### config.mk
export PLATFORM = sky130hd
export DESIGN_NAME = tcc_queue
export DESIGN_NICKNAME = d
export VERILOG_FILES = /design/src/design/tcc_pkg.sv /design/src/design/tcc_queue.sv
export SDC_FILE = /design/constraint.sdc
export NUM_CORES = 1
export LEC_CHECK = 0
export BUFFER_PORTS_ARGS = -buffer_cell sky130_fd_sc_hd__buf_2
export CAP_MARGIN = 20
export CORE_MARGIN = 1
export CORE_UTILIZATION = 28
export CTS_BUF_LIST = sky130_fd_sc_hd__clkbuf_16
export DETAILED_ROUTE_END_ITERATION = 8
export PLACE_DENSITY_LB_ADDON = 0.25
export SYNTH_ARGS = -nofsm -noshare
export SYNTH_HDL_FRONTEND = slang
export SYNTH_SLANG_ARGS = --single-unit
### constraint.sdc
create_clock -name clk -period 2.8 [get_ports clk]
set_input_delay 0.14 -clock clk [delete_from_list [all_inputs] [get_ports clk]]
set_output_delay 0.14 -clock clk [all_outputs]
set_load 0.005 [all_outputs]
### src/design/tcc_pkg.sv
// Shared types, widths and codes for the tour cycle checker.
package tcc_pkg;

    localparam int DEF_MAX_CITIES  = 256;
    localparam int DEF_QUEUE_DEPTH = 4;

    localparam int CITY_W = 8;
    localparam int LEN_W  = 10;
    localparam int SUM_W  = 24;
    localparam int PNUM_W = 16;
    localparam int DIST_W = 9;

    localparam logic [SUM_W-1:0]  SUM_MAX  = '1;
    localparam logic [DIST_W-1:0] DIST_MAX = '1;

    typedef enum logic
    {
        OP_LOAD = 1'b0,
        OP_CITY = 1'b1
    } opcode_t;

    typedef enum logic [1:0]
    {
        VERD_NOT_PATH  = 2'd0,
        VERD_NOT_CYCLE = 2'd1,
        VERD_TS_CYCLE  = 2'd2,
        VERD_SIMPLE    = 2'd3
    } verdict_t;

    typedef enum logic
    {
        FE_CLEAR = 1'b0,
        FE_RUN   = 1'b1
    } fe_state_t;

    // One path city on its way from the front to the back, with its edge weight.
    typedef struct packed
    {
        logic [CITY_W-1:0] city;
        logic              first;
        logic              last;
        logic [LEN_W-1:0]  edge_len;
    } city_item_t;

    typedef struct packed
    {
        logic       valid;
        city_item_t item;
    } q_push_t;

    typedef struct packed
    {
        logic       valid;
        city_item_t item;
    } q_head_t;

endpackage

### src/design/tcc_queue.sv
// Short FIFO of path cities between the front and the back.
module tcc_queue import tcc_pkg::*;
#(
    parameter int DEPTH = DEF_QUEUE_DEPTH
)
(
    input  logic                       clk,
    input  logic                       rst_n,
    input  q_push_t                    push,
    input  logic                       pop,
    output q_head_t                    head,
    output logic [$clog2(DEPTH+1)-1:0] level
);

    localparam int PTR_W = (DEPTH > 1) ? $clog2(DEPTH) : 1;
    localparam int LVL_W = $clog2(DEPTH+1);

    city_item_t             slot_reg [DEPTH];
    logic [PTR_W-1:0]       wr_ptr_reg, wr_ptr_next;
    logic [PTR_W-1:0]       rd_ptr_reg, rd_ptr_next;
    logic [LVL_W-1:0]       count_reg, count_next;
    logic                   do_pop;

    assign do_pop = pop && (count_reg != '0);

    always_comb
    begin
        wr_ptr_next = wr_ptr_reg;
        rd_ptr_next = rd_ptr_reg;
        count_next  = count_reg;
        if (push.valid)
        begin
            wr_ptr_next = (wr_ptr_reg == PTR_W'(DEPTH-1)) ? '0 : wr_ptr_reg + 1'b1;
        end
        if (do_pop)
        begin
            rd_ptr_next = (rd_ptr_reg == PTR_W'(DEPTH-1)) ? '0 : rd_ptr_reg + 1'b1;
        end
        if (push.valid && !do_pop)
        begin
            count_next = count_reg + 1'b1;
        end
        else if (!push.valid && do_pop)
        begin
            count_next = count_reg - 1'b1;
        end
    end

    always_ff @(posedge clk or negedge rst_n)
    begin
        if (!rst_n)
        begin
            wr_ptr_reg <= '0;
            rd_ptr_reg <= '0;
            count_reg  <= '0;
        end
        else
        begin
            wr_ptr_reg <= wr_ptr_next;
            rd_ptr_reg <= rd_ptr_next;
            count_reg  <= count_next;
        end
    end

    always_ff @(posedge clk)
    begin
        if (push.valid)
        begin
            slot_reg[wr_ptr_reg] <= push.item;
        end
    end

    assign head.valid = (count_reg != '0);
    assign head.item  = slot_reg[rd_ptr_reg];
    assign level      = count_reg;

    // The front reserves room before it takes a beat, so a push never meets a full queue.
    a_no_overflow: assert property (@(posedge clk) disable iff (!rst_n)
        push.valid && !do_pop |-> count_reg != LVL_W'(DEPTH))
        else $error("tcc_queue: push into a full queue");

endmodule

==> results of run 1 <==
==> power breakdown <==
part	total [mW]	internal, mW	switching [mW]
logic	1.11	0.598	0.507
clock network	1.12	0.674	0.444
registers	1.81	1.68	0.126
total	4.03	2.95	1.08
==> cells by family (layout without fill, tap and decap cells) <==
family,count (synthesis),after routing,synth area share (%)
and+or+nand+nor,11,11,2.00
buffers and inverters,7,72,1.32
xor gates and xnor gates,3,3,0.792
AOI/OAI and AO/OA,2,2,0.302
muxes,23,23,15.0
adders and majority gates,7,7,2.87
DFF,87,87,77.7
==> how the worst min path moves through the flow <==
stage / start / end / slack, ns / cells after the start
after global placement: rst_n / level[2] / -0.008 / 1
after floorplan: rst_n / level[0] / -0.16 / 0
final: push[9] / slot_reg[0][9] / 0.02 / 1
after CTS: push[17] / slot_reg[1][17] / 0.01 / 1
after detailed placement: rst_n / level[2] / -0.007 / 1
after global routing: push[16] / slot_reg[2][16] / 0.02 / 1
==> routing by layer <==
metal | GRT usage (%) | share of wire [%] | wire length (um) | vias to the layer above
li1 | - | - | - | 691
met1 | 12.4 | 45 | 2630 | 770
met2 | 16.4 | 48 | 2780 | 44
met3 | 4.21 | 5.7 | 331 | 10
met4 | 4.00 | 1.6 | 95 | 0
met5 | 0 | 0 | 0 | -
==> cells in the mapped netlist <==
cell / instances / area, um^2
dfrtp_1: 7 / 175
nor2_1: 3 / 11.3
buf_2: 2 / 10.0
o21ai_0: 2 / 10.0
ha_1: 6 / 75.1
and2_1: 4 / 25.0
mux4_2: 18 / 405
inv_1: 3 / 11.3
fa_1: 1 / 20.0
edfxtp_1: 80 / 2400
or3_4: 1 / 11.3
mux2_4: 2 / 30.0
xnor2_1: 1 / 8.76
nand2_4: 1 / 11.3
mux2_2: 1 / 11.3
nand2_1: 2 / 7.51
mux4_1: 2 / 52.6
buf_6: 2 / 22.5
xor2_1: 2 / 17.5
==> metrics by stage <==
step                      hold slack [ns]  instance area, um^2  utilization, %  power (mW)  worst slack [ns]
after floorplan                    -0.156                 3320               -        2.52             0.805
after global placement           -0.00794                 3760            32.8        2.98             0.758
after detailed placement         -0.00659                 3760            32.8        2.98             0.728
after CTS                          0.0113                 4050            35.3        4.11             0.654
after global routing               0.0212                 4050            35.3        4.25             0.572
final                              0.0244                 4050            35.3        4.03             0.722
==> critical path: stages, from the launching register on <==
cell     delay, ns
dfrtp_1       0.62
buf_12        0.25
mux4_1        0.58
buf_2         0.15
==> final cells by class <==
class / instances / area (um^2)
fillers: 1056 / 7420
flip-flops and latches: 87 / 2580
multi-input cells: 46 / 697
repair buffers: 54 / 303
clock buffers: 9 / 225
well taps: 143 / 179
clock inverters: 6 / 53.8
inverters: 3 / 11.3
==> repair_timing <==
item	in CTS	in global routing
gates resized for setup	0	0
hold endpoints to repair	7	0
hold buffers	1	0
==> summary.txt, run 1 <==
STA
  • Final cycle utilization of the critical path: 74.2%
  • Final setup viols: 0
  • Worst-Margin Slew: roughly 0.46 ns
  • Slew HR: 69.5%
  • Max-slew violation count: 0
  • RSZ-0062 raised after global routing: false
  • Setup TNS: 0 ns
  • Min cycle time layout: 2.08 ns
  • Clock Skews: roughly 0.0053 ns
  • Maximum clock rate: 0.481 GHz
  • Fin. Hold Viols: 0

Final layout
  • Share of layout cells above drive strength 1: 42.9%
  • Commonest non-fill, non-tap cell in the layout: edfxtp_1
  • Diodes inserted: 0
  • Area Overhead vs Synth: 21.9%
  • Count of nets after finishing: between 200 and 250
  • Post-Layout Cell Count: 348
  • Max reg flops: 80
  • Most frequent cells in the layout: edfxtp_1 (80), buf_2 (47), mux4_2 (18), clkbuf_16 (9), dfrtp_1 (7)

Critical path
  • Worst Setup EP: head[17]
  • Reg-to-reg endpoint: level[2]
  • Crit path DAT: 1.94 ns
  • Register-to-register setup slack: roughly 0.73 ns
  • Critical path data required time: 2.66 ns
  • Critical Path Fanout Max: 16
  • Setup CP Type: flop to output pin
  • Reg2reg path depth: 8
  • Endpoint class of the critical path: output pin
  • Crit path from: rd_ptr_reg[0]
  • Worst setup SP type: flop
  • R2R Path Start: level[0]

Logic synthesis
  • Post-Syn Area per Cell: 23.7 um^2
  • Post-synthesis cell type count: 19
  • Yosys Warn Count: 0
  • Post-Syn Nets: 171
  • Mapped Cells: 140
  • Seq/Total Area, Yosys: between 70% and 80%
  • Cell Area, Synth: 3320 um^2
  • Yosys reg bits: 87

Power and ir drop
  • VDD IR max: 0.552 mV
  • Pwr dens: 996 nW/um^2
  • Static Leak: 1.44 nW

Placement
  • Final Wtd Congestion: 0.640
  • Hpwl dp: approximately 3600 um
  • DP Cell Count: approximately 330
  • # port buffers: 47

Floorplanning
  • Die area: roughly 12,000 um^2
  • Die height: 111 um
  • Core area: ~11,000 um^2
  • I/O Pins: 48
  • # rows: 39
  • DIE WIDTH: 111 um
  • Initial Utilization: 28.9%

Clocking
  • Post-CTS Repair Setup Buffers: 0
  • H-tree depth: 3
  • CTS Sinks: 87
  • TritonCTS clock tree: done
  • Clk buf depth: 2
  • Clock latency on the worst-skew pair: 0.33 ns
  • CTS root buf: clkbuf_16
  • CTS Buf Count: 9
  • Clock slew at reported path FFs: 0.06 ns

Route
  • DRT Pass-1 Iters: 4
  • DR iter-0 viols: 66
  • Final WL: 5830 um
  • Final ANT Viol Nets: 0
  • Average wire per standard cell: 16.8 um
  • Remaining DRCs: 0
  • Via count: 1,515
  • Drt via density: 4.35

Run
  • Maximum capacitance violations: 0

Global routing
  • Largest net degree at the start of global routing: 21
  • Total track usage: 10.3%
  • Number of global-route vias before repair: approximately 1,700
  • Initial antenna violation count: 0
  • First-pass GRT wire length: 9160 um
  • Remaining Overflow, GRT: 0

Run status
  • Status: finished clean

Worst hold path
  • Worst Hold Class: input pin to flop
Power figures use the tool's default switching activity.
==> run 2, diff against run 1 <==
==> constraint.sdc (replaced) <==
create_clock -name clk -period 1.89 [get_ports clk]
set_input_delay 0.0945 -clock clk [delete_from_list [all_inputs] [get_ports clk]]
set_output_delay 0.0945 -clock clk [all_outputs]
set_load 0.005 [all_outputs]
==> run 2 against run 1 <==
Worst setup slack lost 0.67 ns; clock skew up 0.00058 ns; via count increased by 5.3%; die area is the same; sequential cell count did not move; register-to-register slack worse by 0.67 ns; cell count grew 8.6%; sequential power rose by 44%; combinational power grew 69%; critical endpoint is now level[2]; largest power group unchanged.
==> summary.txt, run 2 (synthesized netlist as in run 1, its figures left out) <==
Run status
  • Status: finished clean

Run
  • Maximum capacitance violations: 0 (unchanged)

STA
  • Min cycle time layout: 1.83 ns
  • Fin. Hold Viols: 0 (unchanged)
  • Worst-Margin Slew: 0.306 ns (-0.152 ns)
  • Fin worst setup slack: 0.0573 ns (-0.665 ns)
  • Final cycle utilization of the critical path: around 97%
  • RSZ-0062 raised after global routing: true
  • Setup TNS: 0 ns (unchanged)
  • Max-slew violation count: 0 (unchanged)
  • Maximum clock rate: between 0.5 and 0.6 GHz
  • Clock Skews: 0.00593 ns (+0.000578 ns)
  • Final setup viols: 0 (unchanged)
  • Slew HR: 79.6% (+10 points)

Placement
  • Post-DP Area: 3840 um^2 (+2.3%)
  • # port buffers: 47 (unchanged)
  • Hpwl dp: 3790 um (+6.4%)
  • Post-place setup slack: 0.0202 ns (-0.708 ns)
  • Final Wtd Congestion: 0.644 (+0.72%)

Clocking
  • H-tree depth: 3 (unchanged)
  • Clk buf depth: 2 (unchanged)
  • CTS Sinks: 87 (unchanged)
  • Clock latency on the worst-skew pair: 0.33 ns (about the same)
  • CTS Buf Count: 9 (unchanged)
  • TritonCTS clock tree: done
  • Clock slew at reported path FFs: 0.06 ns (about the same)
  • CTS root buf: clkbuf_16

Final layout
  • Commonest non-fill, non-tap cell in the layout: edfxtp_1
  • Most frequent cells in the layout: edfxtp_1 (80), buf_2 (47), dlygate4sd3_1 (21), mux4_2 (18), buf_4 (12)
  • Max reg flops: 80 (unchanged)
  • Diodes inserted: 0 (unchanged)
  • Post-layout util: 38.3% (+3.0 points)
  • Area Overhead vs Synth: 32.3%
  • Share of layout cells above drive strength 1: 43.8% (+0.90 points)
  • Count of nets after finishing: 261 (+13%)
  • Final Cell Area: 4390 um^2 (+8.5%)

Power and ir drop
  • VDD IR max: 0.647 mV (+17%)
  • Static Leak: 1.59 nW (+11%)
  • Clock power frac: 29.2% (+1.5 points)
  • Pwr dens: 1440 nW/um^2 (+45%)
  • Comb power frac: 29.7% (+2.3 points)
  • Power share of the sequential group: 41.1% (-3.7 points)
  • Switching Fraction: 26.1% (-0.64 points)
  • Switching power of the nets: 1.65 mW (+53%)
  • P_int: 4.68 mW (+58%)

Route
  • Final ANT Viol Nets: 0 (unchanged)
  • Final WL: 5700 um (-2.3%)
  • DRT Pass-1 Iters: 4 (unchanged)
  • Via count: 1,596 (+5.3%)
  • Drt via density: 4.22 (-3.0%)
  • Average wire per standard cell: 15.1 um (-10%)
  • DR iter-0 viols: 46 (-30%)
  • Remaining DRCs: 0 (unchanged)

Global routing
  • GR Layer Usage met2: 16.2% (-0.17 points)
  • Number of global-route vias before repair: 1,728 (+4.5%)
  • Initial antenna violation count: 0 (unchanged)
  • First-pass GRT wire length: 9380 um (+2.5%)
  • Largest net degree at the start of global routing: 20 (-4.8%)
  • Remaining Overflow, GRT: 0 (unchanged)
  • GR met1 Demand/Resource: 13.4% (+1.0 points)
  • Total track usage: 10.4% (+0.14 points)
  • Met3 GRT Util: 4.05% (-0.16 points)
  • GR peak layer: met2

Floorplanning
  • Die area: 12,300 um^2 (unchanged)
  • Core area: 11,500 um^2 (unchanged)
  • DIE WIDTH: 111 um (unchanged)
  • I/O Pins: 48 (unchanged)
  • Initial Utilization: 28.9% (unchanged)
  • # rows: 39 (unchanged)
  • Die height: 111 um (unchanged)

Critical path
  • Crit path DAT: 2.09 ns (+0.15 ns)
  • Setup CP Type: flop to flop
  • Critical path data required time: 2.14 ns (-0.52 ns)
  • Critical Path Fanout Max: 2 (-14)
  • Worst setup SP type: flop
  • Endpoint class of the critical path: flop

Worst hold path
  • Worst Hold Class: input pin to flop
[run 2: cell count changes in the layout (fill, tap and decap cells not counted), moves of 2 or more]
cell and change:
dlygate4sd3_1 +20, clkinv_1 -2, clkinv_4 +2, buf_4 +7
[run 2: worst max-delay path, stage by stage (launching register included)]
cell,delay (ns)
dfrtp_1,0.37
or3_4,0.41
nand2_4,0.09
ha_4,0.13
inv_2,0.03
fa_2,0.32
xor2_1,0.15
nor2_1,0.11
xor2_1,0.14
[run 2: final timing paths]
| check | slack, ns | cells after the start | startpoint | to |
|---|---|---|---|---|
| min in group asynchronous | 0.12 | 2 | rst_n | level[0] |
| setup reg to reg | 0.06 | 8 | level[0] | level[2] |
| max in group asynchronous | 1.60 | 2 | rst_n | wr_ptr_reg[0] |
| hold reg to reg | 0.55 | 2 | level[2] | level[2] |
| setup / recovery | 0.06 | 8 | level[0] | level[2] |
| hold / removal | 0.11 | 3 | push[20] | wr_ptr_reg[1] |
[run 2: metal layers]
metal  vias to the layer above  routed length [um]
met5                         -                   0
met4                         0                  65
met3                         7                 274
met2                        43                2660
met1                       794                2700
li1                        752                   -
[run 2: repair_timing]
| action | 4_1_cts | 5_1_grt |
|---|---|---|
| resized for setup | 0 | 2 |
| hold buffers | 21 | 0 |
| setup endpoints to repair | 0 | 2 |
| hold endpoints to repair | 87 | 0 |
| buffers inserted | 0 | 1 |
[run 2: power by group through the flow]
stage	Clock [mW]	Combinational, mW	Sequential [mW]
after floorplan	0	1.10	2.65
after global placement	0	1.87	2.63
after detailed placement	0	1.89	2.64
after CTS	1.90	1.93	2.60
after global routing	1.99	2.08	2.63
final	1.85	1.88	2.60
[run 2: per-stage QoR]
| stage | power (mW) | hold WS [ns] | instances |
|---|---|---|---|
| floorplan | 3.74 | -0.201 | 140 |
| global placement | 4.50 | -0.0596 | 340 |
| detailed placement | 4.53 | -0.0532 | 340 |
| CTS | 6.43 | 0.102 | 377 |
| global route | 6.69 | 0.119 | 378 |
| finish | 6.33 | 0.113 | 378 |
[run 2: final cells by class]
type | count | area, um^2
clock buffers | 9 | 225
clock inverters | 7 | 97.6
fillers | 1038 | 7080
inverters | 3 | 11.3
multi-input cells | 46 | 712
flip-flops and latches | 87 | 2580
well taps | 143 | 179
repair buffers | 83 | 587
==> run 3, diff against run 2 <==
--- a/config.mk
+++ b/config.mk
@@ -7,6 +7,8 @@
 export LEC_CHECK = 0
 export BUFFER_PORTS_ARGS = -buffer_cell sky130_fd_sc_hd__buf_2
 export CAP_MARGIN = 20
+export CELL_PAD_IN_SITES_DETAIL_PLACEMENT = 1
+export CELL_PAD_IN_SITES_GLOBAL_PLACEMENT = 2
 export CORE_MARGIN = 1
 export CORE_UTILIZATION = 28
 export CTS_BUF_LIST = sky130_fd_sc_hd__clkbuf_16
==> constraint.sdc (replaced) <==
create_clock -name clk -period 2.1 [get_ports clk]
set_input_delay 0.105 -clock clk [delete_from_list [all_inputs] [get_ports clk]]
set_output_delay 0.105 -clock clk [all_outputs]
set_load 0.05 [all_outputs]
==> run 3 against run 2 <==
Register-to-register slack better by 0.09 ns; die area unchanged; clock skew is 0.00063 ns lower; critical path type unchanged; highest routed layer unchanged.
==> summary.txt, run 3 (synthesized netlist as in run 1, its figures left out) <==
Final layout
  • Commonest non-fill, non-tap cell in the layout: edfxtp_1
  • Diodes inserted: 0 (unchanged)
  • Most frequent cells in the layout: edfxtp_1 (80), buf_2 (47), mux4_2 (18), dlygate4sd3_1 (17), clkbuf_16 (9)
  • Count of nets after finishing: 252 (-3.4%)
  • Area Overhead vs Synth: 28.5%
  • Max reg flops: 80 (unchanged)
  • Share of layout cells above drive strength 1: 44.2% (+0.42 points)

STA
  • Min cycle time layout: 1.95 ns (+0.120 ns)
  • Worst-Margin Slew: 0.351 ns (+0.0447 ns)
  • Slew HR: 76.6% (-3.0 points)
  • RSZ-0062 raised after global routing: false
  • Worst hold slack: 0.0111 ns (-0.102 ns)
  • Fin worst setup slack: 0.147 ns (+0.0897 ns)
  • Fin. Hold Viols: 0 (unchanged)
  • Maximum clock rate: 0.512 GHz (-6.2%)
  • Max-slew violation count: 0 (unchanged)
  • Final setup viols: 0 (unchanged)
  • Clock Skews: 0.00530 ns (-0.000630 ns)
  • Final cycle utilization of the critical path: 93.0% (-4.0 points)

Run status
  • Status: finished clean

Global routing
  • Largest net degree at the start of global routing: 19 (-5.0%)
  • First-pass GRT wire length: 9650 um (+2.9%)
  • Total track usage: 10.8% (+0.37 points)
  • Number of global-route vias before repair: 1,736 (+0.46%)
  • Remaining Overflow, GRT: 0 (unchanged)
  • Initial antenna violation count: 0 (unchanged)

Route
  • DR iter-0 viols: 47 (+2.2%)
  • Via count: 1,589 (-0.44%)
  • Final ANT Viol Nets: 0 (unchanged)
  • Drt via density: 4.31 (+2.0%)
  • Average wire per standard cell: 16.5 um (+9.6%)
  • Remaining DRCs: 0 (unchanged)
  • Final WL: 6100 um (+7.0%)
  • DRT Pass-1 Iters: 3 (-1)

Clocking
  • CTS root buf: clkbuf_16
  • H-tree depth: 3 (unchanged)
  • TritonCTS clock tree: done
  • CTS Sinks: 87 (unchanged)
  • CTS Buf Count: 9 (unchanged)
  • Clock slew at reported path FFs: 0.06 ns (about the same)
  • Post-CTS Repair Setup Buffers: 0 (unchanged)
  • Clock latency on the worst-skew pair: 0.33 ns (about the same)
  • Clk buf depth: 2 (unchanged)

Power and ir drop
  • Total Power: 6.39 mW (+0.92%)
  • Static Leak: 1.51 nW (-5.1%)
  • Pwr dens: 1500 nW/um^2 (+3.9%)
  • VDD IR max: 0.676 mV (+4.4%)

Floorplanning
  • # rows: 39 (unchanged)
  • Die height: 111 um (unchanged)
  • Initial Utilization: 28.9% (unchanged)
  • Core area: 11,500 um^2 (unchanged)
  • DIE WIDTH: 111 um (unchanged)
  • I/O Pins: 48 (unchanged)
  • Die area: 12,300 um^2 (unchanged)

Critical path
  • Crit-path max cell delay: 0.42 ns (about the same)
  • Worst Setup EP: level[2]
  • Crit path DAT: 2.20 ns (+0.11 ns)
  • CP max stage cell: dfrtp_2
  • CP most frequent cell: xor2_1
  • Reg-to-reg endpoint: level[2]
  • Worst setup SP type: flop
  • Setup CP Type: flop to flop
  • Reg2reg path depth: 8 (unchanged)
  • Critical Path Fanout Max: 3 (+1)
  • Critical path data required time: 2.35 ns (+0.21 ns)
  • Endpoint class of the critical path: flop
  • Register-to-register setup slack: 0.15 ns (+0.09 ns)
  • Crit path from: level[2]
  • CP Cell Sequence: or3_4 > nand2_4 > ha_4 > inv_1 > fa_2 > xor2_1 > nor2_1 > xor2_1
  • R2R Path Start: level[2]

Placement
  • # port buffers: 47 (unchanged)
  • Hpwl dp: 4090 um (+7.7%)
  • Final Wtd Congestion: 0.635 (-1.4%)
  • Post-place setup slack: 0.171 ns (+0.151 ns)

Worst hold path
  • Worst Hold Class: input pin to flop

Run
  • Maximum capacitance violations: 0 (unchanged)
[run 3: cell types whose count changed in the layout (fill, tap and decap cells not counted)]
cell           previous run  this run
buf_4                    12         8
dlygate4sd3_1            21        17
dfrtp_1                   7         3
dfrtp_2                   0         4
inv_2                     1         0
buf_6                     1         0
clkinvlp_4                1         3
clkinv_4                  2         1
clkinv_1                  0         2
bufinv_16                 2         0
[run 3: worst min-delay path by stage]
stage / from / endpoint / slack [ns] / depth (start not counted)
2_1_floorplan: rst_n / level[0] / -0.19 / 0
3_3_place_gp: rst_n / level[2] / -0.04 / 1
3_5_place_dp: rst_n / level[2] / -0.04 / 1
4_1_cts: push[15] / slot_reg[0][15] / 0.003 / 1
5_1_grt: push[9] / slot_reg[2][9] / 0.0004 / 1
6_report: push[3] / slot_reg[2][3] / 0.01 / 1
[run 3: report_power, final]
part           switching (mW)  internal (mW)  leakage (nW)  total (mW)
Clock                   0.617          0.798         0.123        1.41
Combinational            1.70          0.885         0.576        2.59
Sequential              0.136           2.25         0.814        2.39
[run 3: final cells by class]
cell class	count	area, um^2
flip-flops and latches	87	2580
clock inverters	7	47.5
well taps	143	179
clock buffers	9	225
multi-input cells	46	712
fillers	1106	7200
repair buffers	74	505
inverters	3	11.3
[run 3: routing by layer]
metal  vias up  global-route usage (%)  share of wire [%]
met5         -                       0                  0
met4         0                    4.00               0.87
met3         5                    3.72                3.8
met2        32                    17.7                 51
met1       817                    13.1                 45
li1        735                       -                  -
[run 3: worst max-delay path: cells and delay by family, from the launching register on]
| family | cells | cell delay [ns] |
|---|---|---|
| and+or+nand+nor | 3 | 0.62 |
| adders and majority gates | 2 | 0.47 |
| DFF | 1 | 0.42 |
| xor gates and xnor gates | 2 | 0.31 |
| buffers and inverters | 1 | 0.05 |
[run 3: through the flow]
| step | std cells | TNS [ns] | cell area [um^2] | util, % |
|---|---|---|---|---|
| 2_1_floorplan | 140 | -0.0341 | 3340 | - |
| 3_3_place_gp | 336 | 0 | 3820 | 33.3 |
| 3_5_place_dp | 336 | 0 | 3820 | 33.3 |
| 4_1_cts | 369 | 0 | 4260 | 37.2 |
| 5_1_grt | 369 | 0 | 4260 | 37.2 |
| 6_report | 369 | 0 | 4260 | 37.2 |
[run 3: what timing repair did]
action | in CTS | in global routing
endpoints found under the setup margin | 0 | 9
hold buffers | 17 | 0
hold endpoints to repair | 70 | 0
gates resized for setup | 0 | 1
